--- src/hdl/chkg_pkg.sv ---
// ----------------------------------------------------------------------------
// chkg_pkg
// Shared types, constants and the quarter-round function of the ChaCha
// keystream generator.
// ----------------------------------------------------------------------------
package chkg_pkg;

  typedef logic [31:0] word_t;
  typedef word_t [15:0] block_t;

  localparam word_t SIGMA_0 = 32'h6578_7061;
  localparam word_t SIGMA_1 = 32'h6E64_2033;
  localparam word_t SIGMA_2 = 32'h322D_6279;
  localparam word_t SIGMA_3 = 32'h7465_206B;

  localparam int REQ_QUEUE_DEPTH = 4;
  localparam int REQ_CNT_W       = $clog2(REQ_QUEUE_DEPTH + 1);

  localparam int CFG_IDX_W = 3;
  localparam logic [CFG_IDX_W-1:0] CFG_KEY_0 = 3'd0;
  localparam logic [CFG_IDX_W-1:0] CFG_KEY_1 = 3'd1;
  localparam logic [CFG_IDX_W-1:0] CFG_KEY_2 = 3'd2;
  localparam logic [CFG_IDX_W-1:0] CFG_KEY_3 = 3'd3;
  localparam logic [CFG_IDX_W-1:0] CFG_NONCE = 3'd4;

  typedef struct packed {
    word_t a;
    word_t b;
    word_t c;
    word_t d;
  } qr_t;

  typedef struct packed {
    logic   start;
    block_t init;
  } core_req_t;

  typedef struct packed {
    logic   done;
    block_t sum;
  } core_rsp_t;

  typedef enum logic {
    BK_SERVE,
    BK_BUILD
  } back_state_e;

  function automatic word_t chkg_rotl(word_t x, int n);
    return (x << n) | (x >> (32 - n));
  endfunction

  function automatic qr_t chkg_qr(word_t a_in, word_t b_in, word_t c_in, word_t d_in);
    qr_t r;
    r.a = a_in + b_in;
    r.d = chkg_rotl(d_in ^ r.a, 16);
    r.c = c_in + r.d;
    r.b = chkg_rotl(b_in ^ r.c, 12);
    r.a = r.a + r.b;
    r.d = chkg_rotl(r.d ^ r.a, 8);
    r.c = r.c + r.d;
    r.b = chkg_rotl(r.b ^ r.c, 7);
    return r;
  endfunction

endpackage

--- src/hdl/chkg_front.sv ---
// ----------------------------------------------------------------------------
// chkg_front
// Takes request words, drops those without the take flag and keeps a short
// token queue of pending requests for the back end.
// ----------------------------------------------------------------------------
module chkg_front import chkg_pkg::*; (
  input  logic       clk_i,
  input  logic       rst_ni,
  input  logic       s_axis_tvalid_i,
  output logic       s_axis_tready_o,
  input  logic [7:0] s_axis_tdata_i,   // [0] take, [7:1] zero
  output logic       req_pending_o,
  input  logic       req_pop_i
);

  logic [REQ_CNT_W-1:0] cnt_q, cnt_d;
  logic                 push;

  assign s_axis_tready_o = (cnt_q != REQ_CNT_W'(REQ_QUEUE_DEPTH));
  assign push            = s_axis_tvalid_i && s_axis_tready_o && s_axis_tdata_i[0];
  assign req_pending_o   = (cnt_q != '0);

  always_comb begin
    unique case ({push, req_pop_i})
      2'b10:   cnt_d = cnt_q + REQ_CNT_W'(1);
      2'b01:   cnt_d = cnt_q - REQ_CNT_W'(1);
      default: cnt_d = cnt_q;
    endcase
  end

  always_ff @(posedge clk_i or negedge rst_ni) begin
    if (!rst_ni) begin
      cnt_q <= '0;
    end else begin
      cnt_q <= cnt_d;
    end
  end

endmodule

--- config.mk ---
export PLATFORM = sky130hd
export DESIGN_NAME = chkg_front
export DESIGN_NICKNAME = d
export VERILOG_FILES = /design/src/hdl/chkg_pkg.sv /design/src/hdl/chkg_front.sv
export SDC_FILE = /design/constraint.sdc
export NUM_CORES = 1
export LEC_CHECK = 0
export BUFFER_PORTS_ARGS = -buffer_cell sky130_fd_sc_hd__buf_2
export CAP_MARGIN = 10
export CORE_AREA = 2 2 39 41
export DETAILED_ROUTE_END_ITERATION = 10
export DIE_AREA = 0 0 41 43
export PLACE_DENSITY_LB_ADDON = 0.08
export SYNTH_ARGS = -nofsm -noshare
export SYNTH_HDL_FRONTEND = slang
export SYNTH_SLANG_ARGS = --single-unit
export TNS_END_PERCENT = 5
--- constraint.sdc ---
create_clock -name clk_i -period 2 [get_ports clk_i]
set_clock_uncertainty 0.2 [all_clocks]
set_input_delay 0.1 -clock clk_i [delete_from_list [all_inputs] [get_ports clk_i]]
set_output_delay 0.1 -clock clk_i [all_outputs]
set_load 0.02 [all_outputs]
==> Word-level counts from Yosys, hierarchy flattened <==
Index checks and enable logic that the tools add are counted.
{ "word_totals": {"regBits": 3, "in_bits": 12, "word_cells": 11} }
{ "classes": {"add_sub_neg": 2, "n_eq_ne": 3, "n_mux": 1, "reduce_logical": 4} }
{ "ops": {"columns": ["operator", "n"], "rows": [
  ["3-bit case mux with 2 select lines", 1],
  ["3-bit by 1-bit adder with 3-bit output, second input constant", 1],
  ["3-bit inequality test, second input constant", 1],
  ["3-bit nonzero test", 1],
  ["3-bit by 1-bit subtractor with 3-bit output, second input constant", 1],
  ["2-bit by 1-bit == test with 1-bit output, second input constant", 1],
  ["2-bit == test, second input constant", 1],
  ["1-bit logical AND", 2],
  ["2-bit nonzero test", 1]
]} }

==> Logic depth before layout (Yosys ltp) <==
Gate-level depths: netlist of run 1.
{ "depth": {"word_depth": 5, "ltp_mapped": 9, "ltp_nobuf": 9} }

==> Least setup slack after synthesis of run 1 <==
OpenSTA, ideal clock, no wires.
{ "synth_path": {"path_kind": "flip-flop to flip-flop", "from": "reg cnt_q[1]", "to": "reg cnt_q[2]", "arrival_time_ns": 1.792, "path_slack_ns": -0.072, "path_stages_with_launch": 10, "n_path_buf": 0, "period_less_slack_ns": 2.072, "cell_sequence": "dfrtp_1 inv_1 nand3_1 nand3_1 ha_1 inv_1 fa_1 xor2_1 nor2_1 xor2_1"} }
{ "synth_between": {"elab_chain_cells": 5, "elab_cells_between_ends": 9, "cone_classes": "add/sub: 2; eq/ne: 3; mux: 1; reduce/logical: 3"} }
{ "synth_rtl": {"columns": ["element", "line", "rtl"], "rows": [
  ["start: declaration", "chkg_front.sv:16", "logic [REQ_CNT_W-1:0] cnt_q, cnt_d;"],
  ["start signal: assignment", "chkg_front.sv:35", "cnt_q <= cnt_d;"],
  ["3-bit inequality test (*)", "chkg_front.sv:19", "assign s_axis_tready_o = (cnt_q != REQ_CNT_W'(REQ_QUEUE_DEPTH));"],
  ["via s_axis_tready_o", "chkg_front.sv:10", "output logic s_axis_tready_o,"],
  ["1-bit logical AND (*) (2 in series)", "chkg_front.sv:20", "assign push = s_axis_tvalid_i && s_axis_tready_o && s_axis_tdata_i[0];"],
  ["2-bit by 1-bit == test with 1-bit output or 2-bit == test (tied branches)", "chkg_front.sv:24", "unique case ({push, req_pop_i})"],
  ["3-bit case mux with 2 select lines or 2-bit nonzero test (tied branches)", null, null]
]} }
The timed path passes the listed nets; every way through them passes the cells marked *.
A chain may end at the register's enable or synchronous reset.

==> Worst setup path in the final report of run 1 <==
{ "layout_path": {"from": "reg cnt_q[1]", "to": "reg cnt_q[2]"} }
{ "layout_between": {"elab_chain_cells": 5, "elab_cells_between_ends": 9, "cone_classes": "add/sub: 2; eq/ne: 3; mux: 1; reduce/logical: 3"} }
{ "layout_rtl": {"columns": ["element", "line"], "rows": [
  ["3-bit inequality test", "chkg_front.sv:19"],
  ["1-bit logical AND (2 in series)", "chkg_front.sv:20"],
  ["2-bit by 1-bit == test with 1-bit output or 2-bit == test (tied branches)", "chkg_front.sv:24"],
  ["3-bit case mux with 2 select lines or 2-bit nonzero test (tied branches)", null]
]} }
Several ways; a longest one is shown, not always the timed one.

==> parameters.txt, run 1 <==
Parameter                              Value

Yosys
  Top cells by instance count after synthesis    sky130_fd_sc_hd__dfrtp_1, sky130_fd_sc_hd__inv_1, sky130_fd_sc_hd__nand3_1, sky130_fd_sc_hd__xor2_1
  Post-Syn Nets    30
  Cell types occupying the most area after synthesis    sky130_fd_sc_hd__dfrtp_1, sky130_fd_sc_hd__fa_1, sky130_fd_sc_hd__xor2_1
  Count of flip-flops with a built-in enable after synthesis    0
  Share of the synthesized area in the top cell type    0.4286
  Leading register cell type out of synthesis    sky130_fd_sc_hd__dfrtp_1
  Syn Inst Count    16
  Share of the yosys chip area belonging to registers    0.4286
  Most area-hungry cell type in the Yosys netlist    sky130_fd_sc_hd__dfrtp_1
  Warning count from the yosys run    0
  Unique masters post-synth    10
  FFs w/ async S/R, synth    1.000
  Summed instance area of the synthesized netlist    175.2 µm²
  Flops & latches, synth    3
  Mean area per synthesized cell    10.95 µm²

Setup path
  Reg2Reg Launch Point    cnt_q[1]
  Critical Path Sink Type    register
  Worst reg2reg path endpoint    cnt_q[2]
  Start point of the critical path    cnt_q[1]
  Crit path kind    reg2reg
  Max stage delay cell, worst path    sky130_fd_sc_hd__dfrtp_1
  Worst setup path endpoint    cnt_q[2]
  Launching element type of the critical path    register
  Register-to-Register Path Depth    9
  Sequence of cells on the critical path    inv_2 > nand3_2 > nand3_2 > ha_4 > inv_1 > fa_2 > xor2_1 > nor2_1 > xor2_1
  Required time at the worst-slack endpoint    1950 ps
  Data arrival time of the critical path    1810 ps
  Internal reg-to-reg setup slack    140 ps
  Crit path max fanout    2
  Crit-path max cell delay    380 ps

Floorplanning
  Std-Cell Rows    14
  # IOs    14
  DIE AREA    1763 µm²
  Standard cell core area    1384 µm²
  Die extent in x    41 µm
  Initial Util    0.1266
  Die H    43 µm

GRT
  All-Layer GR Usage    0.06627
  Number of global-route vias before repair    173
  Number of antenna violations at the first check in global routing    0
  Maximum number of pins on one net before global-route repair    4
  Global-route wire length before repair    655 µm
  Total overflow reported by the global router    0

Pwr
  Flop pwr share    0.248
  Internal power    0.0003009 W
  Reported leakage power    0.1521 nW
  Switching share of power    0.3672
  Cell area power density    1456 nW/µm²
  Clock power share    0.229
  Reported net switching power    0.0001746 W
  Largest voltage drop on the vdd net    0.0003201 V
  Combinational share of power    0.522

Layout
  Registers with the most flip-flops    cnt_q (3)
  Fraction of layout instances using a drive strength above 1    0.5938
  Filler instances    154
  Net count of the finished layout    47
  Max FFs per register    3
  Register area    75.07 µm²
  Area of combinational cells with multiple inputs    113.9 µm²
  Area overhead of the layout relative to synthesis    86.43%
  Largest register by flop count    cnt_q
  Final core occ    0.2360
  Layout Cell Area excl Fill    326.6 µm²
  Non-filler instance count after layout    48
  Ant. Diodes    0

Placed design
  Area after DPL    260.3 µm²
  GPL Wtd Cong    0.5757
  Input/output buffers    6
  Dpl ws    58.06 ps
  Detailed Place HPWL    339.8 µm
  # placed instances    42

Clock tree
  Clock-pin slew on the worst setup and hold paths    40 ps
  Clk Latency, worst-skew pair    240 ps
  Sink Count    3
  Number of buffers added by the clock tree synthesis step    3
  Post-CTS setup-driven buffer insertion count    0
  TritonCTS clock tree    built
  Root Buffer Master    sky130_fd_sc_hd__clkbuf_4
  Maximum level of the CTS H-tree    1
  Max Buffers Root-to-Sink    2

Timing
  Final period util    0.9278
  Highest clock frequency the design can meet    538.9 MHz
  Fin. Hold Viols    0
  Final worst path period need    1856 ps
  Max Transition Viols Final    0
  Final setup fails    0
  Rel. slew slack    0.8885
  Transition time at the pin with the least slew margin    166.7 ps
  Setup slack of the critical path after layout    144.4 ps
  RSZ-0062 raised after global routing    no
  Sum of negative setup slack    0 ps

Flow run
  Total of max-cap violations    0

Worst hold path
  Kind of path behind the tightest hold check    in2reg
  Cells on Worst Hold Path    3

Detailed routing
  Violation count after the first detailed-route iteration    0
  First-pass iteration count of the detailed router    1
  Routed length per placed instance    9.292 µm
  Post-route antenna net violation count    0
  Wire length reported by the detailed router    446 µm
  Count of unresolved DRC violations after routing    0
  Mean number of vias per cell    3.396
  Total via count after detailed routing    163

Status
  Result of the run    complete, no violations
cell type report:
type	instances	area share
multi-input combinational	10	0.3487
timing repair buffer	12	0.2452
sequential	3	0.2299
clock buffer	4	0.08046
tap	16	0.06130
inverter	3	0.03448
per-stage QoR:
step                      power [W]  hold WS [ps]
after floorplan           0.0002445        -395.6
after global placement    0.0003505        -298.1
after detailed placement  0.0003494        -296.0
after CTS                 0.0004695         67.84
after global routing      0.0005271         23.76
final                     0.0004756         10.69
layout by cell type, fill, tap and decap left out:
cell type and instances:
sky130_fd_sc_hd__buf_2 6, sky130_fd_sc_hd__buf_4 4, sky130_fd_sc_hd__clkbuf_4 3, sky130_fd_sc_hd__dfrtp_1 3, sky130_fd_sc_hd__inv_2 2, sky130_fd_sc_hd__nand3_2 2
sky130_fd_sc_hd__xor2_1 2, sky130_fd_sc_hd__dlygate4sd3_1 2, sky130_fd_sc_hd__or3_1 1, sky130_fd_sc_hd__inv_1 1, sky130_fd_sc_hd__mux2i_1 1, sky130_fd_sc_hd__nor2_1 1
sky130_fd_sc_hd__xnor2_1 1, sky130_fd_sc_hd__fa_2 1, sky130_fd_sc_hd__ha_4 1, sky130_fd_sc_hd__clkbuf_1 1
worst max-delay path: cells and delay by family, from the launching register on:
kind / cells / cell delay (ps)
adders and majority gates: 2 / 470
DFF: 1 / 380
buffers and inverters: 2 / 100
xor gates and xnor gates: 2 / 300
and+or+nand+nor: 3 / 320
routing by layer:
metal  vias up  global-route usage  part of all wire
li1         81                   -                 -
met4         0              0.1000                 0
met2         6             0.08125              0.54
met1        76             0.06109              0.40
met3         0             0.03141             0.063
met5         -                   0                 0
how the worst min path moves through the flow:
stage                   start       end  slack, ps
finish              req_pop_i  cnt_q[0]         10
floorplan              rst_ni  cnt_q[0]       -400
global placement       rst_ni  cnt_q[1]       -300
global route        req_pop_i  cnt_q[0]         20
CTS                 req_pop_i  cnt_q[0]         70
detailed placement     rst_ni  cnt_q[1]       -300
power by group through the flow:
stage                     Sequential [W]  Clock, W  Combinational (W)
after floorplan                 0.000115         0           0.000130
after global placement          0.000115         0           0.000236
after detailed placement        0.000116         0           0.000233
after CTS                       0.000116  0.000115           0.000239
after global routing            0.000122  0.000122           0.000283
final                           0.000118  0.000109           0.000248
kinds of logic (layout without fill, tap and decap cells):
kind of cell,after synthesis,in the layout,synth area share
xor gates and xnor gates,3,3,0.1500
adders and majority gates,2,2,0.1857
buffers and inverters,3,19,0.06428
DFF,3,3,0.4286
muxes,1,1,0.05715
and+or+nand+nor,4,4,0.1143
what timing repair did:
item | in CTS | in global routing
hold buffers | 2 | 0
endpoints found under the setup margin | 0 | 1
endpoints found under the hold margin | 3 | 0
resized for setup | 0 | 6
No activity file was read; power rests on OpenSTA's default activity.
==> inputs of run 2 (changes only) <==
clock period = 1.9 ns   (was 2 ns; I/O delays follow)
==> parameters.txt, run 2 (same netlist as run 1, synthesis figures left out) <==
Parameter                              Value

Timing
  Fin. Hold Viols    0
  Final period util    0.9598
  Final hold slack    31.20 ps
  Highest clock frequency the design can meet    548.3 MHz
  Sum of negative setup slack    0 ps
  Transition time at the pin with the least slew margin    144.0 ps
  RSZ-0062 raised after global routing    yes
  Final worst path period need    1824 ps
  Final setup fails    0
  Rel. slew slack    0.9012
  Max Transition Viols Final    0

Setup path
  Reg2Reg Launch Point    cnt_q[1]
  Critical Path Sink Type    register
  Worst reg2reg path endpoint    cnt_q[2]
  Register-to-Register Path Depth    9
  Crit path max fanout    2
  Launching element type of the critical path    register
  Crit path kind    reg2reg
  Internal reg-to-reg setup slack    80 ps
  Required time at the worst-slack endpoint    1850 ps
  Data arrival time of the critical path    1770 ps

Layout
  Fraction of layout instances using a drive strength above 1    0.6471
  Ant. Diodes    0
  Area overhead of the layout relative to synthesis    99.29%
  Non-filler instance count after layout    50
  Final core occ    0.2523
  Layout Cell Area excl Fill    349.1 µm²
  Largest register by flop count    cnt_q
  Registers with the most flip-flops    cnt_q (3)
  Register area    75.07 µm²
  Filler instances    156
  Net count of the finished layout    49
  Area of combinational cells with multiple inputs    121.4 µm²
  Max FFs per register    3
  Most frequent cells in the layout    sky130_fd_sc_hd__buf_2, sky130_fd_sc_hd__buf_4, sky130_fd_sc_hd__inv_2, sky130_fd_sc_hd__clkbuf_4, sky130_fd_sc_hd__dfrtp_1

GRT
  Number of global-route vias before repair    177
  Number of antenna violations at the first check in global routing    0
  Total overflow reported by the global router    0
  All-Layer GR Usage    0.06048
  Maximum number of pins on one net before global-route repair    4
  Global-route wire length before repair    655 µm

Flow run
  Total of max-cap violations    0

Clock tree
  Sink Count    3
  Root Buffer Master    sky130_fd_sc_hd__clkbuf_4
  Clock-pin slew on the worst setup and hold paths    40 ps
  TritonCTS clock tree    built
  Max Buffers Root-to-Sink    2
  Clk Latency, worst-skew pair    230 ps
  Maximum level of the CTS H-tree    1
  Number of buffers added by the clock tree synthesis step    3

Detailed routing
  Routed length per placed instance    8.060 µm
  First-pass iteration count of the detailed router    1
  Count of unresolved DRC violations after routing    0
  Total via count after detailed routing    166
  Mean number of vias per cell    3.320
  Violation count after the first detailed-route iteration    0
  Wire length reported by the detailed router    403 µm
  Post-route antenna net violation count    0

Pwr
  Cell area power density    1542 nW/µm²
  Largest voltage drop on the vdd net    0.0005680 V
  Reported leakage power    0.1616 nW

Floorplanning
  DIE AREA    1763 µm²
  Initial Util    0.1266
  Die H    43 µm
  # IOs    14
  Die extent in x    41 µm
  Std-Cell Rows    14
  Standard cell core area    1384 µm²

Placed design
  GPL Wtd Cong    0.6003
  Area after DPL    285.3 µm²
  # placed instances    43
  Input/output buffers    6

Status
  Result of the run    complete, no violations

Worst hold path
  Kind of path behind the tightest hold check    in2reg
  Launch point of the worst hold path    req_pop_i
  Cells on Worst Hold Path    3
  Hold Path Sink    cnt_q[0]
run 2: changes by cell type in the layout (fill, tap and decap cells not counted), sizes merged:
cell  change
buf       +2
run 2: what timing repair did:
action                     CTS  global route
hold endpoints to repair     3             0
gates resized for setup      0             2
buffers inserted             0             1
hold buffers                 2             0
setup endpoints to repair    0             1
run 2: cell type report:
| cell class | count | area share |
|---|---|---|
| flip-flops and latches | 3 | 0.2151 |
| well taps | 16 | 0.05735 |
| inverters | 3 | 0.03226 |
| repair buffers | 14 | 0.2724 |
| multi-input cells | 10 | 0.3477 |
| clock buffers | 4 | 0.07527 |
run 2: layer usage:
layer | share of wire | global-route usage | up-vias | wire (µm)
met3 | 0.079 | 0.01571 | 0 | 32
met1 | 0.36 | 0.06189 | 78 | 144
met2 | 0.56 | 0.08125 | 3 | 226
met4 | 0 | 0.08000 | 0 | 0
met5 | 0 | 0 | - | 0
li1 | - | - | 85 | -
run 2: stage by stage:
step	worst slack [ps]	power, W
after floorplan	33.38	0.0002859
after global placement	36.16	0.0004084
after detailed placement	30.13	0.0004051
after CTS	16.49	0.0005294
after global routing	-18.52	0.0005819
final	76.29	0.0005382
run 2: power breakdown:
part	total (W)	switching, W	internal, W
clock network	0.000110	0.0000316	0.0000786
logic	0.000304	0.000142	0.000162
registers	0.000124	0.0000246	0.0000997
run 2: worst max-delay path, cell delays in order (launching register included):
cell,delay [ps]
sky130_fd_sc_hd__dfrtp_1,370
sky130_fd_sc_hd__inv_2,80
sky130_fd_sc_hd__nand3_4,70
sky130_fd_sc_hd__nand3_2,80
sky130_fd_sc_hd__ha_4,130
sky130_fd_sc_hd__inv_2,40
sky130_fd_sc_hd__fa_2,350
sky130_fd_sc_hd__xor2_1,150
sky130_fd_sc_hd__nor2_1,120
sky130_fd_sc_hd__xor2_1,170
run 2: worst max path at each step:
| stage | from | end | cells past startpoint | slack [ps] |
|---|---|---|---|---|
| 6_report | cnt_q[1] | cnt_q[2] | 9 | 80 |
| 2_1_floorplan | cnt_q[0] | cnt_q[2] | 9 | 30 |
| 3_5_place_dp | cnt_q[0] | cnt_q[2] | 9 | 30 |
| 5_1_grt | cnt_q[1] | cnt_q[2] | 9 | -20 |
| 4_1_cts | cnt_q[0] | cnt_q[2] | 9 | 20 |
| 3_3_place_gp | cnt_q[1] | cnt_q[2] | 9 | 40 |
