## config.mk

```make
export PLATFORM = sky130hd
export DESIGN_NAME = chkg_back
export DESIGN_NICKNAME = d
export VERILOG_FILES = /design/src/hdl/chkg_pkg.sv /design/src/hdl/chkg_back.sv
export SDC_FILE = /design/constraint.sdc
export NUM_CORES = 1
export LEC_CHECK = 0
export BUFFER_PORTS_ARGS = -buffer_cell sky130_fd_sc_hd__buf_2
export CAP_MARGIN = 40
export CORE_AREA = 2 2 454 456
export DETAILED_ROUTE_END_ITERATION = 6
export DIE_AREA = 0 0 456 458
export GPL_TIMING_DRIVEN = 0
export PLACE_DENSITY_LB_ADDON = 0.08
export SLEW_MARGIN = 15
export SYNTH_ARGS = -nofsm -noshare
export SYNTH_HDL_FRONTEND = slang
export SYNTH_SLANG_ARGS = --single-unit
```

## constraint.sdc

```tcl
create_clock -name clk_i -period 12.7 [get_ports clk_i]
set_clock_uncertainty 0.2 [all_clocks]
set_input_delay 3.175 -clock clk_i [delete_from_list [all_inputs] [get_ports clk_i]]
set_output_delay 3.175 -clock clk_i [all_outputs]
set_load 0.01 [all_outputs]
```

## src/hdl/chkg_pkg.sv

```systemverilog
// ----------------------------------------------------------------------------
// chkg_pkg
// Shared types, constants and the quarter-round function of the ChaCha
// keystream generator.
// ----------------------------------------------------------------------------
package chkg_pkg;

  typedef logic [31:0] word_t;
  typedef word_t [15:0] block_t;

  localparam word_t SIGMA_0 = 32'h6578_7061;
  localparam word_t SIGMA_1 = 32'h6E64_2033;
  localparam word_t SIGMA_2 = 32'h322D_6279;
  localparam word_t SIGMA_3 = 32'h7465_206B;

  localparam int REQ_QUEUE_DEPTH = 4;
  localparam int REQ_CNT_W       = $clog2(REQ_QUEUE_DEPTH + 1);

  localparam int CFG_IDX_W = 3;
  localparam logic [CFG_IDX_W-1:0] CFG_KEY_0 = 3'd0;
  localparam logic [CFG_IDX_W-1:0] CFG_KEY_1 = 3'd1;
  localparam logic [CFG_IDX_W-1:0] CFG_KEY_2 = 3'd2;
  localparam logic [CFG_IDX_W-1:0] CFG_KEY_3 = 3'd3;
  localparam logic [CFG_IDX_W-1:0] CFG_NONCE = 3'd4;

  typedef struct packed {
    word_t a;
    word_t b;
    word_t c;
    word_t d;
  } qr_t;

  typedef struct packed {
    logic   start;
    block_t init;
  } core_req_t;

  typedef struct packed {
    logic   done;
    block_t sum;
  } core_rsp_t;

  typedef enum logic {
    BK_SERVE,
    BK_BUILD
  } back_state_e;

  function automatic word_t chkg_rotl(word_t x, int n);
    return (x << n) | (x >> (32 - n));
  endfunction

  function automatic qr_t chkg_qr(word_t a_in, word_t b_in, word_t c_in, word_t d_in);
    qr_t r;
    r.a = a_in + b_in;
    r.d = chkg_rotl(d_in ^ r.a, 16);
    r.c = c_in + r.d;
    r.b = chkg_rotl(b_in ^ r.c, 12);
    r.a = r.a + r.b;
    r.d = chkg_rotl(r.d ^ r.a, 8);
    r.c = r.c + r.d;
    r.b = chkg_rotl(r.b ^ r.c, 7);
    return r;
  endfunction

endpackage

```

## src/hdl/chkg_back.sv

```systemverilog
// ----------------------------------------------------------------------------
// chkg_back
// Key and nonce registers, block counter, block buffer and output register.
// Serves queued requests from the buffer and refills it through the core.
// ----------------------------------------------------------------------------
module chkg_back import chkg_pkg::*; (
  input  logic                 clk_i,
  input  logic                 rst_ni,
  input  logic                 cfg_we_i,
  input  logic [CFG_IDX_W-1:0] cfg_addr_i,
  input  logic [63:0]          cfg_wdata_i,
  input  logic                 req_pending_i,
  output logic                 req_pop_o,
  output core_req_t            core_req_o,
  input  core_rsp_t            core_rsp_i,
  output logic                 m_axis_tvalid_o,
  input  logic                 m_axis_tready_i,
  output logic [63:0]          m_axis_tdata_o    // [63:0] value
);

  back_state_e      state_q, state_d;
  logic [3:0][63:0] key_q;
  logic [63:0]      nonce_q, blk_cnt_q;
  logic             full_q, out_valid_q;
  logic [2:0]       pos_q;
  logic [63:0]      pair_q [8];
  logic [63:0]      out_data_q;
  logic             out_free, load_out, fill, start;

  assign out_free        = !out_valid_q || m_axis_tready_i;
  assign m_axis_tvalid_o = out_valid_q;
  assign m_axis_tdata_o  = out_data_q;
  assign req_pop_o       = load_out;

  always_comb begin
    core_req_o.start     = start;
    core_req_o.init[0]   = SIGMA_0;
    core_req_o.init[1]   = SIGMA_1;
    core_req_o.init[2]   = SIGMA_2;
    core_req_o.init[3]   = SIGMA_3;
    for (int k = 0; k < 4; k++) begin
      core_req_o.init[4 + 2*k] = key_q[k][63:32];
      core_req_o.init[5 + 2*k] = key_q[k][31:0];
    end
    core_req_o.init[12]  = blk_cnt_q[63:32];
    core_req_o.init[13]  = blk_cnt_q[31:0];
    core_req_o.init[14]  = nonce_q[63:32];
    core_req_o.init[15]  = nonce_q[31:0];
  end

  always_comb begin
    state_d  = state_q;
    start    = 1'b0;
    load_out = 1'b0;
    fill     = 1'b0;
    unique case (state_q)
      BK_SERVE: begin
        if (req_pending_i) begin
          if (full_q) begin
            load_out = out_free;
          end else begin
            start   = 1'b1;
            state_d = BK_BUILD;
          end
        end
      end
      BK_BUILD: begin
        if (core_rsp_i.done) begin
          fill    = 1'b1;
          state_d = BK_SERVE;
        end
      end
      default: state_d = BK_SERVE;
    endcase
  end

  always_ff @(posedge clk_i or negedge rst_ni) begin
    if (!rst_ni) begin
      state_q     <= BK_SERVE;
      key_q       <= '0;
      nonce_q     <= '0;
      blk_cnt_q   <= '0;
      full_q      <= 1'b0;
      pos_q       <= '0;
      out_valid_q <= 1'b0;
    end else begin
      state_q <= state_d;
      if (cfg_we_i) begin
        unique case (cfg_addr_i)
          CFG_KEY_0: key_q[0] <= cfg_wdata_i;
          CFG_KEY_1: key_q[1] <= cfg_wdata_i;
          CFG_KEY_2: key_q[2] <= cfg_wdata_i;
          CFG_KEY_3: key_q[3] <= cfg_wdata_i;
          CFG_NONCE: nonce_q  <= cfg_wdata_i;
          default: ;
        endcase
      end
      if (fill) begin
        full_q    <= 1'b1;
        pos_q     <= '0;
        blk_cnt_q <= blk_cnt_q + 64'd1;
      end else if (load_out) begin
        pos_q <= pos_q + 3'd1;
        if (pos_q == 3'd7) begin
          full_q <= 1'b0;
        end
      end
      if (load_out) begin
        out_valid_q <= 1'b1;
      end else if (m_axis_tready_i) begin
        out_valid_q <= 1'b0;
      end
    end
  end

  always_ff @(posedge clk_i) begin
    if (fill) begin
      for (int i = 0; i < 8; i++) begin
        pair_q[i] <= {core_rsp_i.sum[2*i], core_rsp_i.sum[2*i + 1]};
      end
    end
    if (load_out) begin
      out_data_q <= pair_q[pos_q];
    end
  end

endmodule

```

After elaboration in Yosys (flattened, before gate mapping). Memories as Yosys holds them, arrays and structs flattened. A register that Yosys moved wholly into a read port is not among the register bits. Cells that the tools add are included. Widths: inputs -> output; s select.

Register bits after elaboration: 390. Memory bits (writable): 512. Output and inout port bits: 579. Logic and storage cells: 50. Memories kept: 1.

Memories: pair_q (depth 8, width 64, rd ports 1, clocked after memory_dff 1, write ports 8, RTL line chkg_back.sv:26) `logic [63:0] pair_q [8];`.

$add $sub $neg: 2. Equality and inequality tests: 5. Mux-type cells: 19. Bitwise gates (word level): 1. Reduce and logical (&&, ||, !) cells: 12.

Operators by type and width (number): $add 64x1->64 const B (1); $mux 1 (16); $reduce_and 2->1 (6); $eq 3x2->1 const B (2); $eq 3x3->1 const B (2); $mux 3 (2); $reduce_bool 2->1 (3); $add 3x1->3 const B (1); $eq 3x1->1 const B (1); $logic_not 3->1 (1); $pmux 1 s2 (1); $logic_not 1->1 (1); $logic_or 1x1->1 (1); $not 1->1 (1).

Depth between registers and ports, before layout. Gate-level depths: netlist (run 1).

Depth after elaboration: 7. Mapped depth: 6. Gate-level depth less buffers: 6.

Least setup slack after synthesis (run 1). OpenSTA, ideal clock, no wires.

Path kind: input port to flip-flop. Start point: input port core_rsp_i[512] (netlist bit). End point: register blk_cnt_q[1]. Arrival: 14544 ps. Path slack: -2163 ps. Stages on the path: 3. Buffers on the path: 0. Cells stage by stage: nand2_2 > inv_1 > mux2_2.

Cells in the longest elaborated chain, start to end: 2.

RTL lines: from (decl) (RTL line chkg_back.sv:15) `input core_rsp_t core_rsp_i,`; $mux 1 (RTL line chkg_back.sv:68) `if (core_rsp_i.done) begin`; $mux 1 (RTL line chkg_back.sv:56) `unique case (state_q)`; net fill (RTL line chkg_back.sv:28) `logic out_free, load_out, fill, start;`; to (signal assigned) (RTL line chkg_back.sv:101) `blk_cnt_q <= blk_cnt_q + 64'd1;`; to (decl) (RTL line chkg_back.sv:23) `logic [63:0] nonce_q, blk_cnt_q;`.

The timed path passes the listed nets, and every way through them passes these cells. A chain may end at the register's enable or synchronous reset.

Worst setup path after layout (run 1).
Start point: input port req_pending_i. End point: output port req_pop_o.

Cells in the longest elaborated chain, start to end: 2.

RTL lines: from (decl) (RTL line chkg_back.sv:12) `input logic req_pending_i,`; $mux 1 (RTL line chkg_back.sv:58) `if (req_pending_i) begin`; $mux 1 (RTL line chkg_back.sv:56); to (decl) (RTL line chkg_back.sv:13) `output logic req_pop_o,`.

No other way between the ends.

==> metrics.md, run 1 <==
| Metric | Value |
|---|---|
| Routed WL per cell | 24.0 um |
| CTS buffer count | 120 |
| Placed cells | 5838 |
| Post-CTS Setup Bufs | 0 |
| Fill cells | 21300 |
| Largest family of logic cells by synthesized area | multiplexers |
| Initial antenna violation count | 170 |
| Ys Warns | 0 |
| Worst-Skew Late Latency | 0.77 ns |
| F_max | 128 MHz |
| Vias in the first global route | 23700 |
| Tightest Pin Transition | 0.844 ns |
| Pre-CTS WS | 4.84 ns |
| Ys async rst share | 40.4% |
| Post-synthesis adder-cell area fraction | 0.101% |
| Via count | 22400 |
| Seq/Total Area, Yosys | 72.9% |
| Fin crit share | 61.4% |
| RSZ-0062 raised after global routing | false |
| Initial Util | 18.2% |
| Post-CTS sizing | 0 |
| Synth cell types | 41 |
| Maxcap violations | 0 |
| Syn avg cell area | 19.3 um2 |
| Tot Pwr | 0.00994 W |
| Reg2Reg Launch Point | pos_q[0] |
| TritonCTS clock tree | yes |
| Crit path largest cell delay | 0.39 ns |
| Relative slew slack | 43.7% |
| DP Wirelength | 115000 um |
| Nets@finish | 3861 |
| Arrival @ worst endpoint | 4.43 ns |
| Die area | 0.209 mm2 |
| Layout Utilization | 25.2% |
| Synth Flop Type | edfxtp_1 |
| Final hold viol count | 0 |
| Initial DRT Pass Iterations | 5 |
| Worst Setup EP | req_pop_o |
| Crit path time final | 7.80 ns |
| CTS Hold Bufs | 0 |
| #FFs+latches synth | 966 |
| Simple-Gate Fraction of Synth Area | 2.48% |
| Finished Cell Area | 0.0513 mm2 |
| CP endpoint kind | primary output |
| Global-route congestion overflow total | 0 |
| Reg2reg setup slack | 9.68 ns |
| Worst VDD drop | 0.000117 V |
| FP Rows | 166 |
| Crit-path slowest cell | a21oi_4 |
| Post-synthesis compound-gate area fraction | 0.0742% |
| Deepest clock path buffer count | 3 |
| Share of cells above drive strength 1 | 57.4% |
| Pwr per Cell Area | 194 mW/mm2 |
| DR vias/cell | 3.67 |
| Proportion of synthesized area in mux cells | 19.5% |
| I/O pins | 1164 |
| Area leader, netlist | edfxtp_1 |
| Xor and xnor area share after synthesis | 1.49% |
| Status | complete, no violations |
| Antenna violation net count after detailed routing | 0 |
| Total wire length | 147000 um |
| Finished Layout Cells | 6103 |
| Synth top area share | 46.6% |
| PnR worst setup slack | 4.90 ns |
| Buffers on Ports | 1035 |
| Area after DPL | 0.0473 mm2 |
| Largest net degree at the start of global routing | 87 |
| EDFF count, synth | 576 |
| R2R depth | 5 |
| Class of the most critical setup path | input port to primary output |
| Mapped Cells | 1920 |
| Slew Limit Fails | 0 |
| Synth top area cells | edfxtp_1, dfrtp_1, mux2_2 |
| LEAKAGE | 20.9 nW |
| Worst path required time | 9.32 ns |
| Clk sink count | 966 |
| Cell Area, Synth | 0.0371 mm2 |
| Cell mode on critical path | buf_2 |
| Crit Reg-Reg Endpoint | m_axis_tdata_o[17] |
| H-tree depth | 3 |
| Core Area | 0.204 mm2 |
| Worst Setup SP | req_pending_i |
| Final setup fails | 0 |
| Worst-path clk slew | 0.05 ns |
| Final GP Congestion | 0.737 |
| Area delta synth->final | 38.1% |
| # DRC | 0 |
| CP Cell Sequence | buf_2, nand3b_1, a21oi_4, buf_16, buf_12, buf_2 |
| First-pass GRT wire length | 201000 um |
| CP Launch Type | input port |
| Tightest Hold Check Type | flip-flop to flip-flop |
| Gr usage total | 13.8% |
| Crit Path Max Fanout | 13 |
| DRT iter0 DRCs | 886 |
| Width of the die | 456 um |
| Clock root cell | clkbuf_16 |
| Chip height | 458 um |
==> worst max-delay path, delay by kind of cell <==
kind | cells | cell delay (ns)
AO/OA/AOI/OAI | 1 | 0.39
buffers and inverters | 4 | 0.64
AND/OR/NAND/NOR | 1 | 0.16
==> cell type report <==
class                           count  area [um2]  area share, %
Timing Repair Buffer             1105        6370           12.4
Inverter                            6        26.3         0.0513
Clock buffer                      162        3270           6.39
Sequential cell                   966       27100           52.8
Multi-Input combinational cell    873        9260           18.1
Antenna cell                       35        87.6          0.171
Tap cell                         2688        3360           6.56
Buffer                            201        1270           2.47
Clock inverter                     67         554           1.08
==> worst min-delay path by stage <==
stage,from,endpoint,cells past startpoint
after global routing,blk_cnt_q[63],blk_cnt_q[63],1
after CTS,blk_cnt_q[63],blk_cnt_q[63],1
final,blk_cnt_q[63],blk_cnt_q[63],1
after global placement,blk_cnt_q[63],blk_cnt_q[63],1
after detailed placement,blk_cnt_q[63],blk_cnt_q[63],1
after floorplan,full_q,full_q,2
==> cell usage in the layout, fill, tap and decap left out, types with 4 or more instances in the layout <==
cell type / Yosys / routed
nand3_1: 15 / 15
nor2_1: 15 / 15
nor4_1: 13 / 13
clkbuf_1: 55 / 82
clkbuf_8: 0 / 7
mux2_2: 385 / 385
diode_2: 0 / 35
buf_12: 0 / 18
clkbuf_16: 0 / 122
and4_1: 4 / 4
buf_2: 10 / 1044
buf_1: 6 / 6
clkinv_2: 0 / 20
clkbuf_2: 0 / 6
buf_6: 1 / 28
nand4_1: 23 / 23
bufinv_16: 0 / 8
nor3_1: 18 / 18
dfrtp_1: 390 / 390
buf_4: 129 / 129
nand2_1: 44 / 44
clkinv_1: 0 / 32
xor2_1: 39 / 39
conb_1: 2 / 128
and3_1: 8 / 8
buf_16: 0 / 11
xnor2_1: 24 / 24
mux4_2: 128 / 128
inv_1: 6 / 5
buf_8: 0 / 15
edfxtp_1: 576 / 576
==> cells by family after synthesis <==
kind of cell               Yosys count
muxes                              514
and+or+nand+nor                    160
other                                2
adders and majority gates            3
AOI/OAI and AO/OA                    5
buffers and inverters              207
DFF                                966
xor gates and xnor gates            63
==> registers in the layout (all words and copies together), names as in the netlist <==
register,count
m_axis_tvalid_o,1
core_req_o,256
nonce_q,64
state_q,1
blk_cnt_q,64
m_axis_tdata_o,64
pair_q,512
pos_q,3
full_q,1
==> synth_stat cells (2+ instances only) <==
| master | count |
|---|---|
| nor3_1 | 18 |
| nand4_1 | 23 |
| nand3_1 | 15 |
| mux4_2 | 128 |
| edfxtp_1 | 576 |
| and3_1 | 8 |
| buf_4 | 129 |
| dfrtp_1 | 390 |
| o21ai_0 | 3 |
| buf_2 | 10 |
| buf_1 | 6 |
| mux2_2 | 385 |
| conb_1 | 2 |
| nor4bb_1 | 2 |
| and4_1 | 4 |
| nor2_1 | 15 |
| inv_1 | 6 |
| xnor2_1 | 24 |
| clkbuf_1 | 55 |
| ha_1 | 3 |
| xor2_1 | 39 |
| nor4_2 | 2 |
| nand4_2 | 2 |
| nor4_4 | 2 |
| nand2_1 | 44 |
| or3_1 | 2 |
| nor4_1 | 13 |
==> report_power, final <==
group / switching, W / total (W) / internal, W
sequential: 0.000180 / 0.00411 / 0.00393
combinational: 0.00133 / 0.00247 / 0.00113
clock: 0.00141 / 0.00337 / 0.00196
==> through the flow <==
stage,setup TNS (ns),hold slack [ns]
after floorplan,0,0.267
after global routing,0,0.276
after detailed placement,0,0.260
after CTS,0,0.272
after global placement,-2755.21,0.260
final,0,0.261
==> per-layer routing <==
layer | up-vias | GRT usage (%) | routed length (um)
met3 | 416 | 5.59 | 11600
met4 | 106 | 3.37 | 4290
li1 | 9929 | - | -
met5 | - | 0 | 601
met1 | 11100 | 14.4 | 52900
met2 | 876 | 25.4 | 77300
No activity file was read; power rests on OpenSTA's default activity.
==> run 2, diff against run 1 <==
Clock period 12.7 ns to 7.85 ns, I/O delays scaled along.
==> run 2 against run 1 <==
Compared with the run above: sequential share of layout area shrank 0.31 points; highest routed layer unchanged; total power grew 66%; die area is the same.
==> metrics.md, run 2 (synthesis gave the netlist of run 1 again) <==
| Metric | Value |
|---|---|
| Status | complete, no violations |
| Internal power | 0.0117 W (+66%) |
| # DRC | 0 (unchanged) |
| FP Rows | 166 (unchanged) |
| Sequential share of power | 40.3% (-1.0 points) |
| I/O pins | 1164 (unchanged) |
| Chip height | 458 um (unchanged) |
| Largest register FFs | 512 (unchanged) |
| Initial antenna violation count | 179 (+5.3%) |
| Area delta synth->final | 38.9% |
| Reg2reg setup slack | 4.89 ns (-4.79 ns) |
| Largest net degree at the start of global routing | 90 (+3.4%) |
| PnR worst setup slack | 2.13 ns (-2.77 ns) |
| Hold Startpoint | blk_cnt_q[63] |
| Register area | 0.0271 mm2 (unchanged) |
| Gr usage total | 14.2% (+0.42 points) |
| Pre-CTS WS | 2.07 ns (-2.77 ns) |
| Fill cells | 21300 (+0.13%) |
| LEAKAGE | 21.0 nW (+0.65%) |
| Sw Share | 29.2% (-0.17 points) |
| Fin crit share | 72.8% |
| Via count | 22600 (+0.96%) |
| Worst-Skew Late Latency | 0.77 ns (about the same) |
| Post-CTS sizing | 0 (unchanged) |
| H-tree depth | 4 (+1) |
| Final setup fails | 0 (unchanged) |
| Tot Pwr | 0.0165 W (+66%) |
| Nets@finish | 3872 (+0.28%) |
| Die area | 0.209 mm2 (unchanged) |
| Width of the die | 456 um (unchanged) |
| Final GP Congestion | 0.759 (+3.0%) |
| Clk sink count | 966 (unchanged) |
| RSZ-0062 raised after global routing | false |
| Clock power frac | 35.6% (+1.7 points) |
| NetSw | 0.00483 W (+65%) |
| Final hold viol count | 0 (unchanged) |
| Routed WL per cell | 24.7 um (+2.7%) |
| Hold worst-path end | blk_cnt_q[63] |
| Share of cells above drive strength 1 | 57.8% (+0.37 points) |
| Tightest Hold Check Type | flip-flop to flip-flop |
| Comb pwr share | 24.2% (-0.6 points) |
| Reg2Reg Launch Point | pos_q[0] |
| Worst path required time | 5.69 ns (-3.63 ns) |
| DP Wirelength | 118000 um (+2.8%) |
| Arrival @ worst endpoint | 3.55 ns (-0.88 ns) |
| Crit path time final | 5.72 ns |
| Class of the most critical setup path | input port to primary output |
| Maxcap violations | 0 (unchanged) |
| Fin Setup TNS | 0 ns (unchanged) |
| Crit Path Max Fanout | 14 (+1) |
| Deepest clock path buffer count | 3 (unchanged) |
| Area of the multi-input gates | 0.00927 mm2 (about the same) |
| DRT iter0 DRCs | 997 (+13%) |
| CP endpoint kind | primary output |
| R2R depth | 6 (+1) |
| Worst-path clk slew | 0.05 ns (about the same) |
| F_max | 175 MHz |
| Initial DRT Pass Iterations | 5 (unchanged) |
| CTS Hold Bufs | 0 (unchanged) |
| DR vias/cell | 3.70 (+0.96%) |
| Initial Util | 18.2% (unchanged) |
| TritonCTS clock tree | yes |
| CTS buffer count | 132 (+10%) |
| Relative slew slack | 42.6% (-1.1 points) |
| Crit Reg-Reg Endpoint | m_axis_tdata_o[24] |
| First-pass GRT wire length | 205000 um (+2.2%) |
| Slew Limit Fails | 0 (unchanged) |
| Post-CTS Setup Bufs | 0 (unchanged) |
| Worst VDD drop | 0.000178 V (+52%) |
| Layout Utilization | 25.3% (+0.15 points) |
| Vias in the first global route | 23900 (+1.0%) |
| Antenna violation net count after detailed routing | 0 (unchanged) |
| Commonest non-fill, non-tap cells in the layout | buf_2, edfxtp_1, dfrtp_1 |
| Global-route congestion overflow total | 0 (unchanged) |
| Pwr per Cell Area | 320 mW/mm2 (+65%) |
| Buffers on Ports | 1035 (unchanged) |
| Most common cell after layout, fill and taps aside | buf_2 |
| Core Area | 0.204 mm2 (unchanged) |
| Total wire length | 151000 um (+2.7%) |
| CP Launch Type | input port |
| Tightest Pin Transition | 0.861 ns (+0.0171 ns) |
| Clock root cell | clkbuf_16 |
| Hold Path Depth | 1 (unchanged) |
| Most flops, register | pair_q |
[run 2: worst max-delay path by stage]
stage,startpoint,to,slack [ns],cells past startpoint
finish,req_pending_i,req_pop_o,2.13,7
global route,req_pending_i,req_pop_o,2.05,7
CTS,req_pending_i,req_pop_o,2.06,7
detailed placement,req_pending_i,req_pop_o,2.07,7
global placement,core_rsp_i[512],pair_q[0][18],-8.10,3
floorplan,core_rsp_i[512],pair_q[0][0],-2.50,2
[run 2: area by class of cell]
| type | instances | area share [%] |
|---|---|---|
| buffer | 201 | 2.46 |
| sequential | 966 | 52.5 |
| inverter | 6 | 0.0510 |
| clock inverter | 48 | 0.929 |
| tap | 2688 | 6.52 |
| timing repair buffer | 1104 | 12.3 |
| antenna | 34 | 0.165 |
| clock buffer | 183 | 7.14 |
| multi-input combinational | 873 | 18.0 |
[run 2: through the flow]
step	hold WS, ns	std cells	cell area [um2]
global placement	0.258	5769	46100
finish	0.277	6103	51600
CTS	0.280	6068	51500
detailed placement	0.273	5837	47300
floorplan	0.266	2046	37600
global route	0.290	6090	51500
[run 2: worst max-delay path: stages]
cell and delay [ns]:
buf_2 0.08, nand3b_1 0.13, a21oi_4 0.57, buf_16 0.24, buf_16 0.18, buf_12 0.18
buf_2 0.17
[run 2: per-layer routing]
metal	vias up	track usage, %	wire, um
met3	469	5.62	11900
met4	108	4.45	5080
li1	9928	-	-
met1	11100	14.7	53500
met5	-	0	710
met2	961	26.0	79400
[run 2: power by group through the flow]
stage / logic, W / clock network, W / registers, W
final: 0.00399 / 0.00587 / 0.00665
after floorplan: 0.00180 / 0 / 0.00711
after detailed placement: 0.00418 / 0 / 0.00675
after global routing: 0.00433 / 0.00629 / 0.00674
after CTS: 0.00419 / 0.00613 / 0.00666
after global placement: 0.00395 / 0 / 0.00701
==> run 3, diff against run 2 <==
Clock period 7.85 ns to 5.4 ns, I/O delays scaled along.
==> run 3 against run 2 <==
Compared with the run above: sequential share of layout area is 0.26 points higher; via count is 0.72% lower; worst hold slack worse by 0.052 ns; cell count is 0.20% lower; sequential cell count stayed put; design area is 0.49% lower; first-iteration DRC count is 4.7% lower; setup slack worse by 1.1 ns; critical path depth stayed put; core utilization is 0.12 points lower; total power is 43% higher; largest cell class unchanged; highest routed layer unchanged.
==> metrics.md, run 3 (synthesis gave the netlist of run 1 again) <==
| Metric | Value |
|---|---|
| Initial DRT Pass Iterations | 5 (unchanged) |
| CTS Hold Bufs | 0 (unchanged) |
| Tightest Pin Transition | 0.841 ns (-0.0203 ns) |
| DR vias/cell | 3.68 (-0.53%) |
| Area after DPL | 0.0472 mm2 (-0.14%) |
| Arrival @ worst endpoint | 2.85 ns (-0.70 ns) |
| Routed WL per cell | 24.1 um (-2.6%) |
| Slew Limit Fails | 0 (unchanged) |
| CP Launch Type | input port |
| Antenna violation net count after detailed routing | 0 (unchanged) |
| Initial Util | 18.2% (unchanged) |
| Clk sink count | 966 (unchanged) |
| Crit Path Max Fanout | 14 (unchanged) |
| Worst VDD drop | 0.000284 V (+59%) |
| Status | complete, no violations |
| Crit Reg-Reg Endpoint | pair_q[4][27] |
| Chip height | 458 um (unchanged) |
| LEAKAGE | 20.9 nW (-0.47%) |
| Most common cell after layout, fill and taps aside | buf_2 |
| Post-CTS sizing | 0 (unchanged) |
| Gr usage total | 13.8% (-0.44 points) |
| Area delta synth->final | 38.3% |
| # DRC | 0 (unchanged) |
| Worst path required time | 3.85 ns (-1.84 ns) |
| Nets@finish | 3857 (-0.39%) |
| Initial antenna violation count | 175 (-2.2%) |
| Reg2reg setup slack | 2.40 ns (-2.49 ns) |
| TritonCTS clock tree | yes |
| Post-CTS Setup Bufs | 0 (unchanged) |
| Largest net degree at the start of global routing | 89 (-1.1%) |
| Deepest clock path buffer count | 3 (unchanged) |
| Most flops, register | pair_q |
| H-tree depth | 3 (-1) |
| Core Area | 0.204 mm2 (unchanged) |
| First-pass GRT wire length | 200000 um (-2.6%) |
| Final GP Congestion | 0.745 (-1.9%) |
| Fin crit share | 81.5% |
| RSZ-0062 raised after global routing | false |
| DRT iter0 DRCs | 950 (-4.7%) |
| Width of the die | 456 um (unchanged) |
| Final setup fails | 0 (unchanged) |
| Total wire length | 146000 um (-2.8%) |
| I/O pins | 1164 (unchanged) |
| Tightest Hold Check Type | input port to async pin |
| Reg2Reg Launch Point | state_q |
| Commonest non-fill, non-tap cells in the layout | buf_2, edfxtp_1, dfrtp_1 |
| Worst-Skew Late Latency | 0.77 ns (about the same) |
| Class of the most critical setup path | input port to primary output |
| Relative slew slack | 43.9% (+1.4 points) |
| CP endpoint kind | primary output |
| Via count | 22400 (-0.72%) |
| Finished Cell Area | 0.0513 mm2 (-0.49%) |
| CTS buffer count | 120 (-9.1%) |
| Vias in the first global route | 23600 (-1.4%) |
| Pwr per Cell Area | 459 mW/mm2 (+43%) |
| Crit path time final | 4.40 ns |
| Clock root cell | clkbuf_16 |
| Die area | 0.209 mm2 (unchanged) |
| DP Wirelength | 115000 um (-3.3%) |
| Buffers on Ports | 1035 (unchanged) |
| Worst-path clk slew | 0.06 ns (about the same) |
| Maxcap violations | 0 (unchanged) |
| Layout Utilization | 25.2% (-0.12 points) |
| Fin Setup TNS | 0 ns (unchanged) |
| Share of cells above drive strength 1 | 58.0% (+0.22 points) |
| Global-route congestion overflow total | 0 (unchanged) |
| Largest register FFs | 512 (unchanged) |
| FP Rows | 166 (unchanged) |
| F_max | 227 MHz |
| R2R depth | 7 (+1) |
| Final hold viol count | 0 (unchanged) |
## run 3: cell count changes in the layout (fill, tap and decap cells not counted), moves of 2 or more
cell and delta:
clkbuf_2 +2, clkinv_1 -7, clkbuf_1 -7, buf_8 +3, clkinv_2 +4, buf_16 -5, diode_2 +4, clkbuf_16 -15
buf_12 +4, clkbuf_8 +16, inv_6 -2, clkinvlp_4 -3, buf_6 -4
## run 3: worst max-delay path by stage
| stage | to | depth (start not counted) | from |
|---|---|---|---|
| after floorplan | pair_q[0][0] | 2 | core_rsp_i[512] |
| after global placement | pair_q[5][29] | 3 | core_rsp_i[512] |
| after detailed placement | req_pop_o | 7 | req_pending_i |
| after CTS | req_pop_o | 6 | state_q |
| after global routing | req_pop_o | 6 | state_q |
| final | req_pop_o | 7 | req_pending_i |
## run 3: metrics by stage
stage	hold slack (ns)	instances	total power, W	worst slack, ns
6_report	0.224	6091	0.0236	0.997
5_1_grt	0.181	6075	0.0248	0.852
4_1_cts	0.124	6051	0.0243	0.850
3_5_place_dp	0.259	5833	0.0158	0.920
3_3_place_gp	0.257	5769	0.0158	-9.79
2_1_floorplan	0.266	2046	0.0129	-4.34
## run 3: power by group
group	total, W	internal, W	switching [W]	leakage (nW)
Clock	0.00816	0.00483	0.00333	1.94
Combinational	0.00574	0.00264	0.00310	8.92
Sequential	0.00966	0.00924	0.000423	10.0
Total	0.0236	0.0167	0.00685	20.9
## run 3: critical path, cell delays in order
cell and delay, ns:
buf_2 0.09, nand3b_1 0.15, a21oi_4 0.45, buf_16 0.22, buf_12 0.18, buf_12 0.19
buf_2 0.16
## run 3: layout make-up
cell class	instances	area (um2)
plain buffers	201	1270
repair buffers	1101	6270
flip-flops and latches	966	27100
clock buffers	179	3510
fillers	21200	152000
well taps	2688	3360
multi-input cells	873	9280
inverters	6	26.3
diodes	38	95.1
clock inverters	39	448
## run 3: layer usage
metal	vias to the layer above	share of wire (%)	track usage (%)
li1	9915	-	-
met1	11000	36	14.4
met2	938	52	24.7
met3	444	8.3	5.46
met4	118	3.7	5.13
met5	-	0.47	0
